## config.mk

```make
export PLATFORM = sky130hd
export DESIGN_NAME = mps_cell
export DESIGN_NICKNAME = d
export VERILOG_FILES = /design/src/sv/assert_macros.svh /design/src/sv/mps_pkg.sv /design/src/sv/mps_cell.sv
export SDC_FILE = /design/constraint.sdc
export NUM_CORES = 1
export LEC_CHECK = 0
export BUFFER_PORTS_ARGS = -buffer_cell sky130_fd_sc_hd__buf_2
export CORE_ASPECT_RATIO = 1.2
export CORE_MARGIN = 10
export CORE_UTILIZATION = 60
export DETAILED_ROUTE_END_ITERATION = 8
export HOLD_SLACK_MARGIN = 0.08
export PLACE_DENSITY = 0.79
export SLEW_MARGIN = 0
export SYNTH_ARGS = -nofsm -noshare
export SYNTH_HDL_FRONTEND = slang
export SYNTH_SLANG_ARGS = --single-unit
```

## constraint.sdc

```tcl
create_clock -name clk -period 15 [get_ports clk]
set_clock_uncertainty 0.2 [all_clocks]
set_input_delay 0.75 -clock clk [delete_from_list [all_inputs] [get_ports clk]]
set_output_delay 0.75 -clock clk [all_outputs]
set_load 0.02 [all_outputs]
```

## src/sv/assert_macros.svh

```systemverilog
`ifndef ASSERT_MACROS_SVH
`define ASSERT_MACROS_SVH

// same-cycle implication
`define ASSERT_IMPLIES(lbl, clk, rst_n, ante, cons) \
	lbl: assert property (@(posedge clk) disable iff (!(rst_n)) (ante) |-> (cons)) \
		else $error("assertion failed");

// next-cycle implication
`define ASSERT_NEXT(lbl, clk, rst_n, ante, cons) \
	lbl: assert property (@(posedge clk) disable iff (!(rst_n)) (ante) |=> (cons)) \
		else $error("assertion failed");

`endif

```

## src/sv/mps_pkg.sv

```systemverilog
package mps_pkg;
	localparam int BLOB_COUNT_DEF = 6;
	localparam int MAX_DIM = 64;

	localparam int POS_W  = 10;
	localparam int RAD_W  = 3;
	localparam int HEAT_W = 8;
	localparam int PIX_W  = 6;
	localparam int CLR_W  = 8;
	localparam int BIDX_W = 3;
	localparam int AB_W   = 3;
	localparam int BR_W   = 8;
	localparam int FW_W   = 7;
	localparam int CIDX_W = 2;
	localparam int CDAT_W = 8;

	localparam int INFL_W = 8;
	localparam int DX_W   = 13;
	localparam int DSQ_W  = 24;
	localparam int NUM_W  = 22;

	localparam logic OP_WRITE = 1'b0;
	localparam logic OP_SHADE = 1'b1;

	localparam logic [CIDX_W-1:0] CFG_ACTIVE = 2'd0;
	localparam logic [CIDX_W-1:0] CFG_BRIGHT = 2'd1;
	localparam logic [CIDX_W-1:0] CFG_WIDTH  = 2'd2;

	typedef enum logic [3:0] {
		ST_IDLE, ST_GEOM, ST_SQ, ST_DLOAD, ST_DSTEP, ST_ACC, ST_HLOAD,
		ST_HDIV, ST_SCALE, ST_VAL, ST_PAL, ST_FIN
	} state_t;

	typedef struct packed {
		logic       geom;
		logic       sq;
		logic       dload;
		logic       dstep;
		logic [2:0] bitk;
		logic       acc;
	} cell_ctrl_t;

	// floor(x/255) for x below 65280
	function automatic logic [7:0] div255(input logic [15:0] x);
		logic [24:0] t;
		t = (25'(x) + 25'd1) * 25'd257;
		return t[23:16];
	endfunction
endpackage

```

## src/sv/mps_cell.sv

```systemverilog
module mps_cell #(
	parameter int SUM_W  = 11,
	parameter int HSUM_W = 19
) (
	input  logic                       clk,
	input  logic                       arst_n,
	input  logic                       wr,
	input  logic [mps_pkg::POS_W-1:0]  wr_x,
	input  logic [mps_pkg::POS_W-1:0]  wr_y,
	input  logic [mps_pkg::RAD_W-1:0]  wr_rad,
	input  logic [mps_pkg::HEAT_W-1:0] wr_heat,
	input  logic [mps_pkg::PIX_W-1:0]  pix_col,
	input  logic [mps_pkg::PIX_W-1:0]  pix_row,
	input  logic [9:0]                 half16,
	input  logic [10:0]                full16,
	input  logic                       enable,
	input  mps_pkg::cell_ctrl_t        ctrl,
	input  logic [SUM_W-1:0]           sum_in,
	input  logic [HSUM_W-1:0]          hsum_in,
	output logic [SUM_W-1:0]           sum_out,
	output logic [HSUM_W-1:0]          hsum_out
);
	import mps_pkg::*;

	logic [POS_W-1:0]  cx_q, cy_q;
	logic [RAD_W-1:0]  rad_q;
	logic [HEAT_W-1:0] heat_q;

	logic signed [DX_W-1:0] half_s, full_s, dx0, dx1, dx2, dy0;
	logic signed [DX_W-1:0] dx_q, dy_q;
	logic signed [2*DX_W-1:0] dxx, dyy;
	logic [DSQ_W-1:0] dsum, dsq_q;
	logic [5:0] rsq;
	logic [NUM_W-1:0] num, rem_q;
	logic [31:0] shifted;
	logic sat_q;
	logic [INFL_W-1:0] quo_q, infl;
	logic [SUM_W-1:0] sum_q;
	logic [HSUM_W-1:0] hsum_q;

	always_ff @(posedge clk or negedge arst_n) begin
		if (!arst_n) begin
			cx_q   <= '0;
			cy_q   <= '0;
			rad_q  <= '0;
			heat_q <= '0;
		end else if (wr) begin
			cx_q   <= wr_x;
			cy_q   <= wr_y;
			rad_q  <= wr_rad;
			heat_q <= wr_heat;
		end
	end

	always_comb begin
		half_s = $signed({3'b000, half16});
		full_s = $signed({2'b00, full16});
		dx0 = $signed({3'b000, pix_col, 4'b0000}) - $signed({3'b000, cx_q});
		dy0 = $signed({3'b000, pix_row, 4'b0000}) - $signed({3'b000, cy_q});
		dx1 = (dx0 > half_s) ? dx0 - full_s : dx0;
		dx2 = (dx1 < -half_s) ? dx1 + full_s : dx1;
		dxx = dx_q * dx_q;
		dyy = dy_q * dy_q;
		dsum = dxx[DSQ_W-1:0] + dyy[DSQ_W-1:0];
		rsq = 6'(rad_q) * 6'(rad_q);
		num = {rsq, 16'h0000};
		shifted = {8'h00, dsq_q} << ctrl.bitk;
		infl = !enable ? '0 : (sat_q ? 8'd255 : quo_q);
	end

	always_ff @(posedge clk) begin
		if (ctrl.geom) begin
			dx_q <= dx2;
			dy_q <= dy0;
		end
		if (ctrl.sq)
			dsq_q <= (dsum == '0) ? DSQ_W'(1) : dsum;
		if (ctrl.dload) begin
			rem_q <= num;
			sat_q <= {10'b0, num} >= {dsq_q, 8'h00};
			quo_q <= '0;
		end else if (ctrl.dstep) begin
			if ({10'b0, rem_q} >= shifted) begin
				rem_q <= rem_q - shifted[NUM_W-1:0];
				quo_q[ctrl.bitk] <= 1'b1;
			end
		end
		if (ctrl.acc) begin
			sum_q  <= sum_in + SUM_W'(infl);
			hsum_q <= hsum_in + HSUM_W'(16'(heat_q) * 16'(infl));
		end
	end

	assign sum_out  = sum_q;
	assign hsum_out = hsum_q;
endmodule

```

Word-level counts from Yosys, hierarchy flattened
Cells that the tools add are included.
{"block": "word_totals", "out_inout_bits": 30, "input_bits": 106, "regBits": 140, "elab_cells": 49}
{"block": "op_classes", "magnitude_cmp": 6, "n_reduce_logical": 6, "shifts": 1, "n_addsub": 9, "n_mux": 9, "bitwise_logic": 1, "multipliers": 4}
{"operator": "$mux 22", "n": 3}
{"operator": "$ge 22x32->1", "n": 2}
{"operator": "$shl 24x3->32", "n": 1}
{"operator": "$mux 13", "n": 2}
{"operator": "$add 24x24->24", "n": 1}
{"operator": "$logic_not 24->1", "n": 1}
{"operator": "$mul 13x13->24", "n": 1}
{"operator": "$mul 11x11->22", "n": 1}
{"operator": "$sub 10x10->11", "n": 2}
{"operator": "$sub 22x22->22", "n": 1}
{"operator": "$add 19x16->19", "n": 1}
{"operator": "$mul 8x8->16", "n": 1}
{"operator": "$mux 8", "n": 2}
{"operator": "$add 13x12->13", "n": 1}
{"operator": "$lt 13x13->1", "n": 1}
{"operator": "$neg 10->13", "n": 1}
{"operator": "$sub 11x12->13", "n": 1}
{"operator": "$add 11x8->11", "n": 1}
{"operator": "$gt 11x11->1", "n": 1}
{"operator": "$or 8x8->8", "n": 1}
{"operator": "$mul 3x3->6", "n": 1}
{"operator": "$lt 3x4->1 const B", "n": 1}
{"operator": "$reduce_and 2->1", "n": 2}
{"operator": "$reduce_bool 2->1", "n": 2}
{"operator": "4 further kinds", "n": 4}

Logic depth before layout (Yosys ltp)
{"block": "depth", "word_depth": 5, "depth_mapped": 43, "ltp_nobuf": 42}

Least setup slack after synthesis
Ideal clock, no wire load.
{"block": "synth_path", "path_type": "register to register", "start": "register dy_q[10] (netlist name)", "end": "register dsq_q[1] (data pin)", "n_path_buf": 1, "slack_ns": 4.203, "setup_time_ns": 0.255, "stages_incl_launch_ff": 39, "period_less_slack_ns": 10.797, "required_time_ns": 14.545, "arrival_time_ns": 10.343, "path_cell_list": "edfxtp_1 > clkbuf_1 > and2_1 > fa_1 > inv_1 > fa_1 > inv_1 > fa_1 > fa_1 > inv_1 > fa_1 > inv_1 > ha_1 > a21oi_1 > o21ai_0 > inv_1 > o311ai_0 > a31o_2 > [... 3 more ...] > inv_1 > fa_1 > inv_1 > fa_1 > inv_1 > fa_1 > inv_1 > fa_1 > inv_1 > fa_1 > inv_1 > ha_1 > nor2b_1 > a221oi_1 > o311ai_0 > or4_1 > or4_1 > and2_1"}
{"block": "synth_between", "elab_chain_len": 3}
{"element": "$mul 11x11->22", "line_no": "mps_cell.sv:63", "text": "dyy = dy_q * dy_q;"}
{"element": "$add 24x24->24", "line_no": "mps_cell.sv:64", "text": "dsum = dxx[DSQ_W-1:0] + dyy[DSQ_W-1:0];"}
{"element": "$logic_not 24->1", "line_no": "mps_cell.sv:77", "text": "dsq_q <= (dsum == '0) ? DSQ_W'(1) : dsum;"}
{"element": "end signal, assigned", "line_no": "mps_cell.sv:77"}
{"element": "end, declared", "line_no": "mps_cell.sv:32", "text": "logic [DSQ_W-1:0] dsum, dsq_q;"}
Every way passes these cells.
A chain may end at the register's enable or synchronous reset.

Worst setup path in the final report
{"block": "layout_path", "start": "register dy_q[10] (netlist name)", "end": "register dsq_q[1] (data pin)"}
{"block": "layout_between", "elab_chain_len": 3}
{"element": "$mul 11x11->22", "line_no": "mps_cell.sv:63"}
{"element": "$add 24x24->24", "line_no": "mps_cell.sv:64"}
{"element": "$logic_not 24->1", "line_no": "mps_cell.sv:77"}
Every way passes these cells.

==> results.tsv <==
metric	value	unit
n_fill_cell	2982	
drt-initial-drc-count	748	
crit_fanout	21	
worst-path-buf-inv	10	
syn_area_per_cell	9.36	sq um
avgViaCountPerCell	5.56	
antenna_found_initial	0	
ctsResizeCount	0	
wire_per_inst	16.7	um
clock.fmax	0.0859	GHz
fin_nets	3192	
dieHeight	233	um
setup_violations	0	
clk_latency	0.47	ns
grt_use_total	22.8	%
ys.flop_type	edfxtp_1	
grt_max_degree	48	
period_needed	11.63	ns
gp_congestion	0.898	
die_w	197	um
dr.pass1.iters	5	
synth_top_area_share	28.0	%
synth_edf_count	85	
cts_tree	yes	
ys_seq_area_share	16.8	%
cp.depth	38	
post-dp-hpwl	42400	um
io_pins	136	
final.period_utilization	77.6	%
routed_wl	50200	um
synth-seq-cells	140	
start_kind	register	
grt_pass1_vias	18207	
end_kind	register	
timing.max_cap.violations	0	
io_buffers	135	
gr-total-overflow	0	
clkSinkCount	140	
worst_slew_pin_slew	0.945	ns
maxSlewHeadroom	37.0	%
hold_path_class	input port to asynchronous set/reset pin	
cts_buffer_depth	2	
htree_levels	4	
synth_area_leaders	fa_1 28%, ha_1 14%, edfxtp_1 11%, inv_1 9.4%, xnor2_1 4.1%	
crit_arrival	11.66	ns
clk_pin_slew	0.07	ns
yosys_warnings	0	
mostFrequentLayoutCells	565 x inv_1, 316 x fa_1, 260 x ha_1	
synth.largest_area_cell	fa_1	
final_layout_size_suffix_gt1_share	9.00	%
drc	0	
synth_nets	3100	
synth.distinct_cells	67	
cpPeakStageDelay	0.76	ns
root_buffer	clkbuf_16	
hold_buffers	0	
synth_area	22600	sq um
fp-row-count	77	
area_delta_synth_final	7.25	%
synthCells	2418	
numCtsBuffers	17	
die_area	45900	sq um
cp.required	15.02	ns
critPathKind	register to register	
start_util	61.0	%
rr_worst_depth	38	
rsz0062_at_grt	false	
n_antenna_cell	0	
postSynth.asyncResetShare	22.1	%
status	finished, final reports clean	
slew_violations	0	
drtAntennaViolNets	0	
finalSetupTns	0	ns
grt_pass1_wl	85200	um
final_common_cell	inv_1	
postCtsSetupBuffers	0	
vias	16668	
crit_family	adder cells	
crit_slowest_cell	fa_1	
finalHoldViolCount	0	
fp.coreArea	37100	sq um
through the flow:
step / setup WS [ns] / hold WS [ns] / std cells / utilization, % / cell area [sq um]
CTS: 3.37 / 0.197 / 2997 / 65.4 / 24300
detailed placement: 3.38 / 0.267 / 2965 / 63.8 / 23700
global placement: 3.71 / 0.255 / 2965 / 63.8 / 23700
global route: 2.59 / 0.231 / 2997 / 65.4 / 24300
finish: 3.37 / 0.193 / 2997 / 65.4 / 24300
floorplan: 4.20 / 0.237 / 2418 / - / 22600
registers in the layout (all words and copies together), names as in the netlist:
| signal | count |
|---|---|
| heat_q | 8 |
| sum_out | 11 |
| cy_q | 10 |
| rad_q | 3 |
| sat_q | 1 |
| dy_q | 11 |
| cx_q | 10 |
| hsum_out | 19 |
| dx_q | 13 |
| rem_q | 22 |
| quo_q | 8 |
| dsq_q | 24 |
Yosys cell counts, types with 9 or more instances:
master	instances
xnor2_1	106
mux2i_1	35
mux2_2	23
o31ai_1	13
mux4_2	14
a21oi_1	81
and2_1	86
nand4_1	12
dfrtp_1	31
clkbuf_1	56
nand2b_1	23
or2_2	9
o21ai_0	70
nand3_1	14
nand2_1	174
nor3_1	27
a21o_1	28
inv_1	565
xor2_1	27
buf_1	9
nor2_1	117
o21a_1	30
ha_1	260
o21bai_1	9
a211oi_1	14
a31oi_1	11
edfxtp_1	85
fa_1	316
nor2b_1	37
dfxtp_1	24
final timing paths:
path / startpoint / to / slack, ns
worst max-delay path: dy_q[10] / dsq_q[1] / 3.37
worst min-delay path: arst_n / cx_q[3] / 0.19
worst max register to register: dy_q[10] / dsq_q[1] / 3.37
worst min register to register: quo_q[0] / quo_q[0] / 0.28
max in group asynchronous: arst_n / heat_q[0] / 13.86
min in group clk: quo_q[0] / quo_q[0] / 0.28
routing by layer:
| metal | up-vias | part of all wire (%) | routed length, um | GRT usage [%] |
|---|---|---|---|---|
| met5 | - | 0 | 0 | 0 |
| met4 | 0 | 3.8 | 1910 | 9.70 |
| met3 | 128 | 4.4 | 2210 | 3.81 |
| met2 | 418 | 53 | 26800 | 42.6 |
| met1 | 8220 | 38 | 19200 | 25.0 |
| li1 | 7902 | - | - | - |
layout make-up:
type                       instances  area (sq um)  share of cell area [%]
tap                              474           593                    2.44
inverter                         567          2130                    8.77
sequential                       140          3810                    15.7
multi-input combinational       1646         16400                    67.8
clock buffer                      17           425                    1.75
timing repair buffer             138           698                    2.88
clock inverter                    15           168                   0.691
cells by family (layout without fill, tap and decap cells):
logic type	after synthesis	after routing	synth area share, %
AOI/OAI and AO/OA	329	329	9.56
DFF	140	140	16.8
muxes	72	72	4.09
buffers and inverters	632	737	10.5
xor gates and xnor gates	133	133	5.15
adders and majority gates	576	576	42.3
and+or+nand+nor	536	536	11.5
Power is not shown: default switching activity piles up to over one toggle a cycle in this logic, so the estimate is an artifact.
